**src/rtl/gsfm_pkg.sv**
```systemverilog
package gsfm_pkg;

    // Frame store geometry.
    localparam int SAMPLE_DEPTH = 64;
    localparam int IDX_W        = $clog2(SAMPLE_DEPTH);
    localparam int CNT_W        = $clog2(SAMPLE_DEPTH + 1);

    // Field and register widths.
    localparam int SAMPLE_W = 10;
    localparam int PPB_W    = 16;
    localparam int GAS_W    = 15;
    localparam int CFG_IDX_W  = 3;
    localparam int CFG_DATA_W = 16;

    // Datapath widths: the signed inner term, the scaled magnitude and the divisor.
    localparam int INNER_W = 28;
    localparam int NUM_W   = 37;
    localparam int DEN_W   = 26;
    localparam int STEP_W  = $clog2(NUM_W + 1);

    // Arithmetic constants.
    localparam int MUL_SCALE   = 1000;
    localparam int PPB_POS_MAX = 32767;
    localparam int PPB_NEG_MAX = 32768;

    // Configuration register indexes.
    localparam logic [CFG_IDX_W-1:0] REG_SUPPLY      = 3'd0;
    localparam logic [CFG_IDX_W-1:0] REG_WE_ZERO     = 3'd1;
    localparam logic [CFG_IDX_W-1:0] REG_AUX_ZERO    = 3'd2;
    localparam logic [CFG_IDX_W-1:0] REG_SENSITIVITY = 3'd3;
    localparam logic [CFG_IDX_W-1:0] REG_SAMPLE_CNT  = 3'd4;

    // Sequencer states.
    typedef enum logic [3:0] {
        ST_IDLE,
        ST_PREP,
        ST_SCALE,
        ST_DIV_GO,
        ST_DIV_WAIT,
        ST_STORE,
        ST_MODE_I,
        ST_MODE_CAND,
        ST_SCAN,
        ST_DONE
    } state_t;

endpackage

```
**src/rtl/gsfm_div.sv**
```systemverilog
module gsfm_div
    import gsfm_pkg::*;
(
    input  logic             clk,
    input  logic             rst_n,
    input  logic             start,
    input  logic [NUM_W-1:0] dividend,
    input  logic [DEN_W-1:0] divisor,
    output logic             done,
    output logic [NUM_W-1:0] quotient
);

    logic [DEN_W-1:0]  rem_reg;
    logic [DEN_W-1:0]  rem_next;
    logic [NUM_W-1:0]  dvd_reg;
    logic [NUM_W-1:0]  dvd_next;
    logic [STEP_W-1:0] cnt_reg;
    logic [STEP_W-1:0] cnt_next;
    logic              done_reg;
    logic              done_next;
    logic [DEN_W:0]    rem_sh;
    logic [DEN_W:0]    rem_sub;
    logic              take;

    // One restoring step per cycle; the quotient bits shift in where the dividend leaves.
    always_comb
    begin
        rem_sh    = {rem_reg, dvd_reg[NUM_W-1]};
        rem_sub   = rem_sh - {1'b0, divisor};
        take      = (rem_sh >= {1'b0, divisor});
        rem_next  = rem_reg;
        dvd_next  = dvd_reg;
        cnt_next  = cnt_reg;
        done_next = 1'b0;
        if (start)
        begin
            rem_next = '0;
            dvd_next = dividend;
            cnt_next = STEP_W'(NUM_W);
        end
        else if (cnt_reg != '0)
        begin
            rem_next = take ? rem_sub[DEN_W-1:0] : rem_sh[DEN_W-1:0];
            dvd_next = {dvd_reg[NUM_W-2:0], take};
            cnt_next = cnt_reg - STEP_W'(1);
            done_next = (cnt_reg == STEP_W'(1));
        end
    end

    // Step counter and completion pulse.
    always_ff @(posedge clk or negedge rst_n)
    begin
        if (!rst_n)
        begin
            cnt_reg  <= '0;
            done_reg <= 1'b0;
        end
        else
        begin
            cnt_reg  <= cnt_next;
            done_reg <= done_next;
        end
    end

    // Working remainder and dividend/quotient shift register.
    always_ff @(posedge clk)
    begin
        rem_reg <= rem_next;
        dvd_reg <= dvd_next;
    end

    assign done     = done_reg;
    assign quotient = dvd_reg;

endmodule

```
**src/rtl/gas_sensor_frame_mode.sv**
```systemverilog
// Converts each item of working and auxiliary electrode readings into a
// concentration in ppb, saturated to signed 16 bits, and stores it in a
// 64-entry frame memory; once the frame is full (sample_count clamped to 1..64)
// it emits the most frequent value of the frame (earliest first occurrence wins
// a tie, negatives read as zero) and starts a new frame. Each item passes
// through the 37-step bit-serial divider that forms the quotient. The item
// that completes a frame adds a mode search over the clamped frame length,
// paced by the single read port of the frame memory that serves one comparison
// per cycle. in_stall is high for the whole of that work; a result held in
// the output register does not stop the next item from being taken. The
// frame memory needs no clearing pass after reset.
module gas_sensor_frame_mode
    import gsfm_pkg::*;
(
    input  logic                  clk,
    input  logic                  rst_n,
    input  logic                  cfg_wr_en,
    input  logic [CFG_IDX_W-1:0]  cfg_index,
    input  logic [CFG_DATA_W-1:0] cfg_data,
    input  logic                  in_valid,
    output logic                  in_stall,
    input  logic [SAMPLE_W-1:0]   we_sample,
    input  logic [SAMPLE_W-1:0]   aux_sample,
    output logic                  out_valid,
    input  logic                  out_stall,
    output logic [GAS_W-1:0]      gas_ppb
);

    // Configuration registers.
    logic [15:0]      supply_reg;
    logic [12:0]      we_zero_reg;
    logic [12:0]      aux_zero_reg;
    logic [15:0]      sens_reg;
    logic [CNT_W-1:0] sample_count_reg;

    // Sequencer and frame control.
    state_t           state_reg;
    state_t           state_next;
    logic [CNT_W-1:0] fill_reg;
    logic [CNT_W-1:0] fill_next;
    logic [IDX_W-1:0] i_reg;
    logic [IDX_W-1:0] i_next;
    logic [IDX_W-1:0] j_reg;
    logic [IDX_W-1:0] j_next;
    logic             out_valid_reg;
    logic             out_valid_next;

    // Datapath registers.
    logic [SAMPLE_W-1:0]       we_in_reg;
    logic [SAMPLE_W-1:0]       we_in_next;
    logic [SAMPLE_W-1:0]       aux_in_reg;
    logic [SAMPLE_W-1:0]       aux_in_next;
    logic signed [INNER_W-1:0] inner_reg;
    logic signed [INNER_W-1:0] inner_next;
    logic [DEN_W-1:0]          den_reg;
    logic [DEN_W-1:0]          den_next;
    logic [NUM_W-1:0]          num_reg;
    logic [NUM_W-1:0]          num_next;
    logic                      neg_reg;
    logic                      neg_next;
    logic [CNT_W-1:0]          count_reg;
    logic [CNT_W-1:0]          count_next;
    logic [CNT_W-1:0]          best_count_reg;
    logic [CNT_W-1:0]          best_count_next;
    logic signed [PPB_W-1:0]   cand_reg;
    logic signed [PPB_W-1:0]   cand_next;
    logic signed [PPB_W-1:0]   best_reg;
    logic signed [PPB_W-1:0]   best_next;
    logic [GAS_W-1:0]          gas_reg;
    logic [GAS_W-1:0]          gas_next;

    // Frame memory.
    logic signed [PPB_W-1:0] mem [SAMPLE_DEPTH];
    logic signed [PPB_W-1:0] rd_data_reg;
    logic [IDX_W-1:0]        rd_addr;
    logic                    mem_we;

    // Combinational helpers.
    logic [CNT_W-1:0]          frame_len;
    logic [IDX_W-1:0]          frame_last;
    logic [IDX_W-1:0]          wr_idx;
    logic [CNT_W-1:0]          fill_new;
    logic [15:0]               sens_eff;
    logic signed [INNER_W-1:0] diff_s;
    logic signed [INNER_W-1:0] supply_s;
    logic signed [INNER_W-1:0] zero_s;
    logic [INNER_W-1:0]        inner_mag;
    logic signed [PPB_W-1:0]   ppb_val;
    logic [CNT_W-1:0]          cnt_inc;
    logic                      div_start;
    logic                      div_done;
    logic [NUM_W-1:0]          div_q;

    // Configuration writes; indexes beyond the list are ignored.
    always_ff @(posedge clk or negedge rst_n)
    begin
        if (!rst_n)
        begin
            supply_reg       <= 16'd4980;
            we_zero_reg      <= 13'd362;
            aux_zero_reg     <= 13'd341;
            sens_reg         <= 16'd300;
            sample_count_reg <= CNT_W'(60);
        end
        else if (cfg_wr_en)
        begin
            unique case (cfg_index)
                REG_SUPPLY:      supply_reg       <= cfg_data;
                REG_WE_ZERO:     we_zero_reg      <= cfg_data[12:0];
                REG_AUX_ZERO:    aux_zero_reg     <= cfg_data[12:0];
                REG_SENSITIVITY: sens_reg         <= cfg_data;
                REG_SAMPLE_CNT:  sample_count_reg <= cfg_data[CNT_W-1:0];
                default:         ;
            endcase
        end
    end

    // Frame length clamped to the store depth, and the write slot of this item.
    always_comb
    begin
        if (sample_count_reg == '0)
        begin
            frame_len = CNT_W'(1);
        end
        else if (sample_count_reg > CNT_W'(SAMPLE_DEPTH))
        begin
            frame_len = CNT_W'(SAMPLE_DEPTH);
        end
        else
        begin
            frame_len = sample_count_reg;
        end
        frame_last = IDX_W'(frame_len - CNT_W'(1));
        wr_idx     = (fill_reg >= CNT_W'(SAMPLE_DEPTH)) ? '0 : fill_reg[IDX_W-1:0];
        fill_new   = CNT_W'(wr_idx) + CNT_W'(1);
    end

    // Operands of the numerator and divisor.
    always_comb
    begin
        sens_eff  = (sens_reg == '0) ? 16'd1 : sens_reg;
        diff_s    = $signed(INNER_W'(we_in_reg)) - $signed(INNER_W'(aux_in_reg));
        supply_s  = $signed(INNER_W'(supply_reg));
        zero_s    = $signed(INNER_W'(we_zero_reg)) - $signed(INNER_W'(aux_zero_reg));
        inner_mag = inner_reg[INNER_W-1] ? INNER_W'(-inner_reg) : INNER_W'(inner_reg);
    end

    // Sign and saturation of the quotient.
    always_comb
    begin
        if (neg_reg)
        begin
            if (div_q > NUM_W'(PPB_NEG_MAX))
            begin
                ppb_val = $signed(PPB_W'(PPB_NEG_MAX));
            end
            else
            begin
                ppb_val = $signed(PPB_W'(0) - div_q[PPB_W-1:0]);
            end
        end
        else
        begin
            if (div_q > NUM_W'(PPB_POS_MAX))
            begin
                ppb_val = $signed(PPB_W'(PPB_POS_MAX));
            end
            else
            begin
                ppb_val = $signed(div_q[PPB_W-1:0]);
            end
        end
    end

    assign cnt_inc = count_reg + CNT_W'(rd_data_reg == cand_reg);

    // Sequencer: conversion, store, and, once a frame is full, the mode search over it and the output.
    always_comb
    begin
        state_next      = state_reg;
        fill_next       = fill_reg;
        i_next          = i_reg;
        j_next          = j_reg;
        out_valid_next  = out_valid_reg & out_stall;
        we_in_next      = we_in_reg;
        aux_in_next     = aux_in_reg;
        inner_next      = inner_reg;
        den_next        = den_reg;
        num_next        = num_reg;
        neg_next        = neg_reg;
        count_next      = count_reg;
        best_count_next = best_count_reg;
        cand_next       = cand_reg;
        best_next       = best_reg;
        gas_next        = gas_reg;
        rd_addr         = i_reg;
        mem_we          = 1'b0;
        div_start       = 1'b0;
        unique case (state_reg)
            ST_IDLE:
            begin
                if (in_valid)
                begin
                    we_in_next  = we_sample;
                    aux_in_next = aux_sample;
                    state_next  = ST_PREP;
                end
            end
            ST_PREP:
            begin
                inner_next = diff_s * supply_s - ((zero_s <<< 10) - zero_s);
                den_next   = (DEN_W'(sens_eff) << 10) - DEN_W'(sens_eff);
                state_next = ST_SCALE;
            end
            ST_SCALE:
            begin
                num_next   = NUM_W'(inner_mag) * NUM_W'(MUL_SCALE);
                neg_next   = inner_reg[INNER_W-1];
                state_next = ST_DIV_GO;
            end
            ST_DIV_GO:
            begin
                div_start  = 1'b1;
                state_next = ST_DIV_WAIT;
            end
            ST_DIV_WAIT:
            begin
                if (div_done)
                begin
                    state_next = ST_STORE;
                end
            end
            ST_STORE:
            begin
                mem_we = 1'b1;
                if (fill_new < frame_len)
                begin
                    fill_next  = fill_new;
                    state_next = ST_IDLE;
                end
                else
                begin
                    fill_next       = '0;
                    i_next          = '0;
                    best_count_next = '0;
                    best_next       = '0;
                    state_next      = ST_MODE_I;
                end
            end
            ST_MODE_I:
            begin
                rd_addr    = i_reg;
                state_next = ST_MODE_CAND;
            end
            ST_MODE_CAND:
            begin
                cand_next  = rd_data_reg;
                rd_addr    = '0;
                j_next     = '0;
                count_next = '0;
                state_next = ST_SCAN;
            end
            ST_SCAN:
            begin
                rd_addr = j_reg + IDX_W'(1);
                if (j_reg == frame_last)
                begin
                    if (cnt_inc > best_count_reg)
                    begin
                        best_count_next = cnt_inc;
                        best_next       = cand_reg;
                    end
                    if (i_reg == frame_last)
                    begin
                        state_next = ST_DONE;
                    end
                    else
                    begin
                        i_next     = i_reg + IDX_W'(1);
                        state_next = ST_MODE_I;
                    end
                end
                else
                begin
                    count_next = cnt_inc;
                    j_next     = j_reg + IDX_W'(1);
                end
            end
            ST_DONE:
            begin
                if (!out_valid_reg || !out_stall)
                begin
                    gas_next       = best_reg[PPB_W-1] ? '0 : best_reg[GAS_W-1:0];
                    out_valid_next = 1'b1;
                    state_next     = ST_IDLE;
                end
            end
            default:
            begin
                state_next = ST_IDLE;
            end
        endcase
    end

    // State register and frame control.
    always_ff @(posedge clk or negedge rst_n)
    begin
        if (!rst_n)
        begin
            state_reg     <= ST_IDLE;
            fill_reg      <= '0;
            i_reg         <= '0;
            j_reg         <= '0;
            out_valid_reg <= 1'b0;
        end
        else
        begin
            state_reg     <= state_next;
            fill_reg      <= fill_next;
            i_reg         <= i_next;
            j_reg         <= j_next;
            out_valid_reg <= out_valid_next;
        end
    end

    // Datapath registers.
    always_ff @(posedge clk)
    begin
        we_in_reg      <= we_in_next;
        aux_in_reg     <= aux_in_next;
        inner_reg      <= inner_next;
        den_reg        <= den_next;
        num_reg        <= num_next;
        neg_reg        <= neg_next;
        count_reg      <= count_next;
        best_count_reg <= best_count_next;
        cand_reg       <= cand_next;
        best_reg       <= best_next;
        gas_reg        <= gas_next;
    end

    // Frame memory with one write port and one registered read port.
    always_ff @(posedge clk)
    begin
        if (mem_we)
        begin
            mem[wr_idx] <= ppb_val;
        end
        rd_data_reg <= mem[rd_addr];
    end

    // Bit-serial divider for the quotient.
    gsfm_div u_div (
        .clk      (clk),
        .rst_n    (rst_n),
        .start    (div_start),
        .dividend (num_reg),
        .divisor  (den_reg),
        .done     (div_done),
        .quotient (div_q)
    );

    assign in_stall  = (state_reg != ST_IDLE);
    assign out_valid = out_valid_reg;
    assign gas_ppb   = gas_reg;

`ifndef SYNTHESIS
    // The stored count never passes the depth of the frame memory.
    a_fill_range: assert property (@(posedge clk) disable iff (!rst_n)
        fill_reg <= CNT_W'(SAMPLE_DEPTH))
        else $error("fill count beyond frame depth");

    // A new result only appears out of the final sequencer step.
    a_out_source: assert property (@(posedge clk) disable iff (!rst_n)
        $rose(out_valid) |-> $past(state_reg == ST_DONE))
        else $error("result raised outside the final step");

    // The divider only finishes while the sequencer waits for it.
    a_div_done: assert property (@(posedge clk) disable iff (!rst_n)
        div_done |-> (state_reg == ST_DIV_WAIT))
        else $error("divider finished outside its wait state");

    // The mode search indexes stay inside the frame.
    a_scan_range: assert property (@(posedge clk) disable iff (!rst_n)
        (state_reg == ST_SCAN) |-> ((j_reg <= frame_last) && (i_reg <= frame_last)))
        else $error("mode search index outside the frame");
`endif

endmodule

```
**config.mk**
```make
export PLATFORM = sky130hd
export DESIGN_NAME = gas_sensor_frame_mode
export DESIGN_NICKNAME = d
export VERILOG_FILES = /design/src/rtl/gsfm_pkg.sv /design/src/rtl/gsfm_div.sv /design/src/rtl/gas_sensor_frame_mode.sv
export SDC_FILE = /design/constraint.sdc
export NUM_CORES = 2
export LEC_CHECK = 0
export ABC_AREA = 1
export ABC_CLOCK_PERIOD_IN_PS = 17480
export BUFFER_PORTS_ARGS = -buffer_cell sky130_fd_sc_hd__buf_2
export CORE_MARGIN = 2
export CORE_UTILIZATION = 35
export DETAILED_ROUTE_END_ITERATION = 12
export HOLD_SLACK_MARGIN = 0.05
export PLACE_DENSITY = 0.47
export SETUP_SLACK_MARGIN = 0.1
export SYNTH_ARGS = -nofsm -noshare
export SYNTH_HDL_FRONTEND = slang
export SYNTH_SLANG_ARGS = --single-unit
```
**constraint.sdc**
```tcl
create_clock -name clk -period 17.48 [get_ports clk]
set_input_delay 1.748 -clock clk [delete_from_list [all_inputs] [get_ports clk]]
set_output_delay 1.748 -clock clk [all_outputs]
set_load 0.01 [all_outputs]
```
==> results.ini <==
[synth]
synthTopCellsByArea = edfxtp_1, fa_1, inv_1, o211ai_1, nand2_1
yosys.area_share.simple_pct = 13.8
postSynthAreaPerCell_um2 = 10.9
synth_mux_area_share_pct = 0
yosys.cell_count.top_type = edfxtp_1
synth.cell_area_mm2 = 0.0714
asyncSetResetFlopFracSynth_pct = 7.01
post_synthesis_cell_count = 6535
synth.top_cell.area_share_pct = 51.8
synthesized_area_fraction_occupied_by_adder_cells_pct = 11.9
number_of_flops_mapped_to_enable_cells_by_yosys = 1231
synth_flop_cell = edfxtp_1
synth_seq_area_share_pct = 56.4
synthXorXnorAreaFrac_pct = 2.23
mappedNetlistNets = 7089
yosys_register_bits = 1369
synth_warn = 0
share_of_the_synthesized_area_in_compound_gates_ao_oa_aoi_oai_pct = 8.83
yosysUniqueCellTypes = 58
synth_top_area_cell = edfxtp_1
synth_top_family_by_area = simple AND/OR/NAND/NOR gates
synth.cells.most_frequent = edfxtp_1, inv_1, nand2_1, nand3_1

[floorplanning]
standard_cell_core_area_mm2 = 0.203
initial_cell_density_of_the_core_pct = 35.3
fp-row-count = 165
floorplan.io_pins = 61
floorplan.die.height_um = 456
die_w_um = 456
fp.dieArea_mm2 = 0.208

[critical_path]
worst-r2r-setup-slack_ns = 9.84
timing.critical_path.from_type = flop
setup.worst_path.class = reg2reg
timing.critical_path.fanout_max = 9
required_ns = 18.00
setup.worst_path.end_class = flop
arrival_ns = 8.16
critical_path.slowest_cell = fa_1
cpMostUsedCell = nand2_1
timing.critical_path.slowest_cell_delay_ns = 0.55
worst_r2r_startpoint = we_in_reg[0]
worstReg2RegEnd = inner_reg[25]
worstRegToRegCells = 34

[min_path]
hold_end = u_div.done
hold_class = reg2reg
hp-start = u_div.cnt_reg[2]
holdPathStages = 1

[cts]
clkLatencyLatePin_ns = 0.80
clock_pin_transition_on_the_worst_setup_and_hold_timing_paths_ns = 0.07
cts-buffers-inserted = 158
cts_setup_buffers = 0
clock_tree.root_cell = clkbuf_16
cts-root-to-sink-buffers = 3
cts_hold_buf = 0
clkSinkCount = 1369
cts_tree = yes
cts.repair.resized = 0
cts-htree-levels = 4

[cells_and_area]
area_of_all_sequential_standard_cells_mm2 = 0.0402
layout-drive-gt1-share_pct = 8.09
area.growth.synth_to_final_pct = 11.9
largest_reg_flops = 1024
multiInputGateArea_mm2 = 0.0264
final_cells = 9400
fillCellCount = 19600
finish.net_count = 7150

[drt]
number_of_drc_violations_after_detailed_routing_iteration_0 = 3888
antenna_violating_nets_post_route = 0
vias = 47100
drt_drc_violations_left = 0
drt_wl_total_um = 199000
detail_route.wl_per_cell_um = 21.2
drtPass1Iterations = 5
detail_route.vias_per_cell = 5.02

[power]
vdd_drop_max_mv = 0.404
pwr_density_cell_mw_per_mm2 = 168
leakagePower_nw = 30.6

[place]
dpl.cell_count = 9108
detailedPlacementHpwl_um = 127000
port_buffer_count = 60
gp_congestion = 0.864

[sta]
period_share_pct = 43.7
final_tns_setup_ns = 0
headroom_to_the_max_slew_limit_pct = 23.3
finalClockSkew_ns = 0.0647
max_clock_freq_mhz = 131
min_period_ns = 7.64
final-setup-viol-count = 0
worst_slew_pin_slew_ns = 1.15
grt_setup_unrepaired = false
final_max_slew_viol_count = 0
hold_violations = 0

[flow_run]
cap_viol_max_count = 0

[global_routing]
first_pass_grt_wire_length_um = 304000
number_of_antenna_violations_at_the_first_check_in_global_routing = 11
grt_pass1_vias = 47200
globalRouteTotalUtil_pct = 19.2
globalRouteOverflowTotal = 0
grt_max_degree = 207

[outcome]
status = finished clean

[cell families after synthesis]
family,Yosys count
simple gates,2238
flops,1369
buf+inv,1234
compound gates,1002
fa+ha+maj,510
xor+xnor,182
[critical path, delay by kind of cell, from the launching register on]
family / cells / cell delay (ns)
adders and majority gates: 9 / 3.98
and+or+nand+nor: 15 / 1.45
AOI/OAI and AO/OA: 4 / 0.81
buffers and inverters: 5 / 0.66
DFF: 1 / 0.37
xor gates and xnor gates: 1 / 0.14
[through the flow]
| step | utilization (%) | power [mW] | area (um^2) | setup WS (ns) | hold slack [ns] |
|---|---|---|---|---|---|
| after floorplan | - | 8.81 | 71400 | 10.82 | 0.408 |
| after global placement | 37.0 | 10.4 | 74900 | 9.83 | 0.435 |
| after detailed placement | 37.0 | 10.3 | 74900 | 9.90 | 0.436 |
| after CTS | 39.5 | 13.6 | 79900 | 9.88 | 0.448 |
| after global routing | 39.5 | 14.7 | 79900 | 9.32 | 0.461 |
| final | 39.5 | 13.4 | 79900 | 9.84 | 0.449 |
[area by class of cell]
class / count / area share (%)
diodes: 4 / 0.0125
multi-input cells: 3932 / 33.0
well taps: 2672 / 4.18
clock buffers: 214 / 5.36
flip-flops and latches: 1369 / 50.3
clock inverters: 74 / 0.967
repair buffers: 187 / 1.62
inverters: 948 / 4.48
[routing by layer]
layer  up-vias  track usage [%]  share of wire, %
li1      22500                -                 -
met1     23500             27.2                47
met2       920             31.1                47
met3       237             2.35               4.0
met4         0             4.56               2.1
met5         -                0                 0
[worst max-delay path by stage]
| stage | endpoint | slack [ns] | start |
|---|---|---|---|
| floorplan | inner_reg[25] | 10.82 | we_in_reg[0] |
| global placement | inner_reg[25] | 9.83 | we_in_reg[0] |
| detailed placement | inner_reg[25] | 9.90 | we_in_reg[0] |
| CTS | inner_reg[25] | 9.88 | we_in_reg[0] |
| global route | inner_reg[25] | 9.32 | we_in_reg[0] |
| finish | inner_reg[25] | 9.84 | we_in_reg[0] |
[placed cells by master (no fill, tap or decap), types with 125 or more instances in the layout]
cell type,netlist,layout
edfxtp_1,1231,1231
inv_1,940,928
nand2_1,903,900
nand3_1,581,581
o211ai_1,455,455
nor2_1,455,442
o21ai_0,295,293
fa_1,279,279
ha_1,231,231
a21oi_1,167,163
clkbuf_16,0,161
xor2_1,131,130
buf_4,18,125
[power by group]
part           internal, mW  leakage (nW)  switching, mW
clock network          1.84          2.44           1.39
registers              3.91          12.2         0.0529
logic                  2.42          16.0           3.80
total                  8.17          30.6           5.24
(Power assumes the default switching activity.)
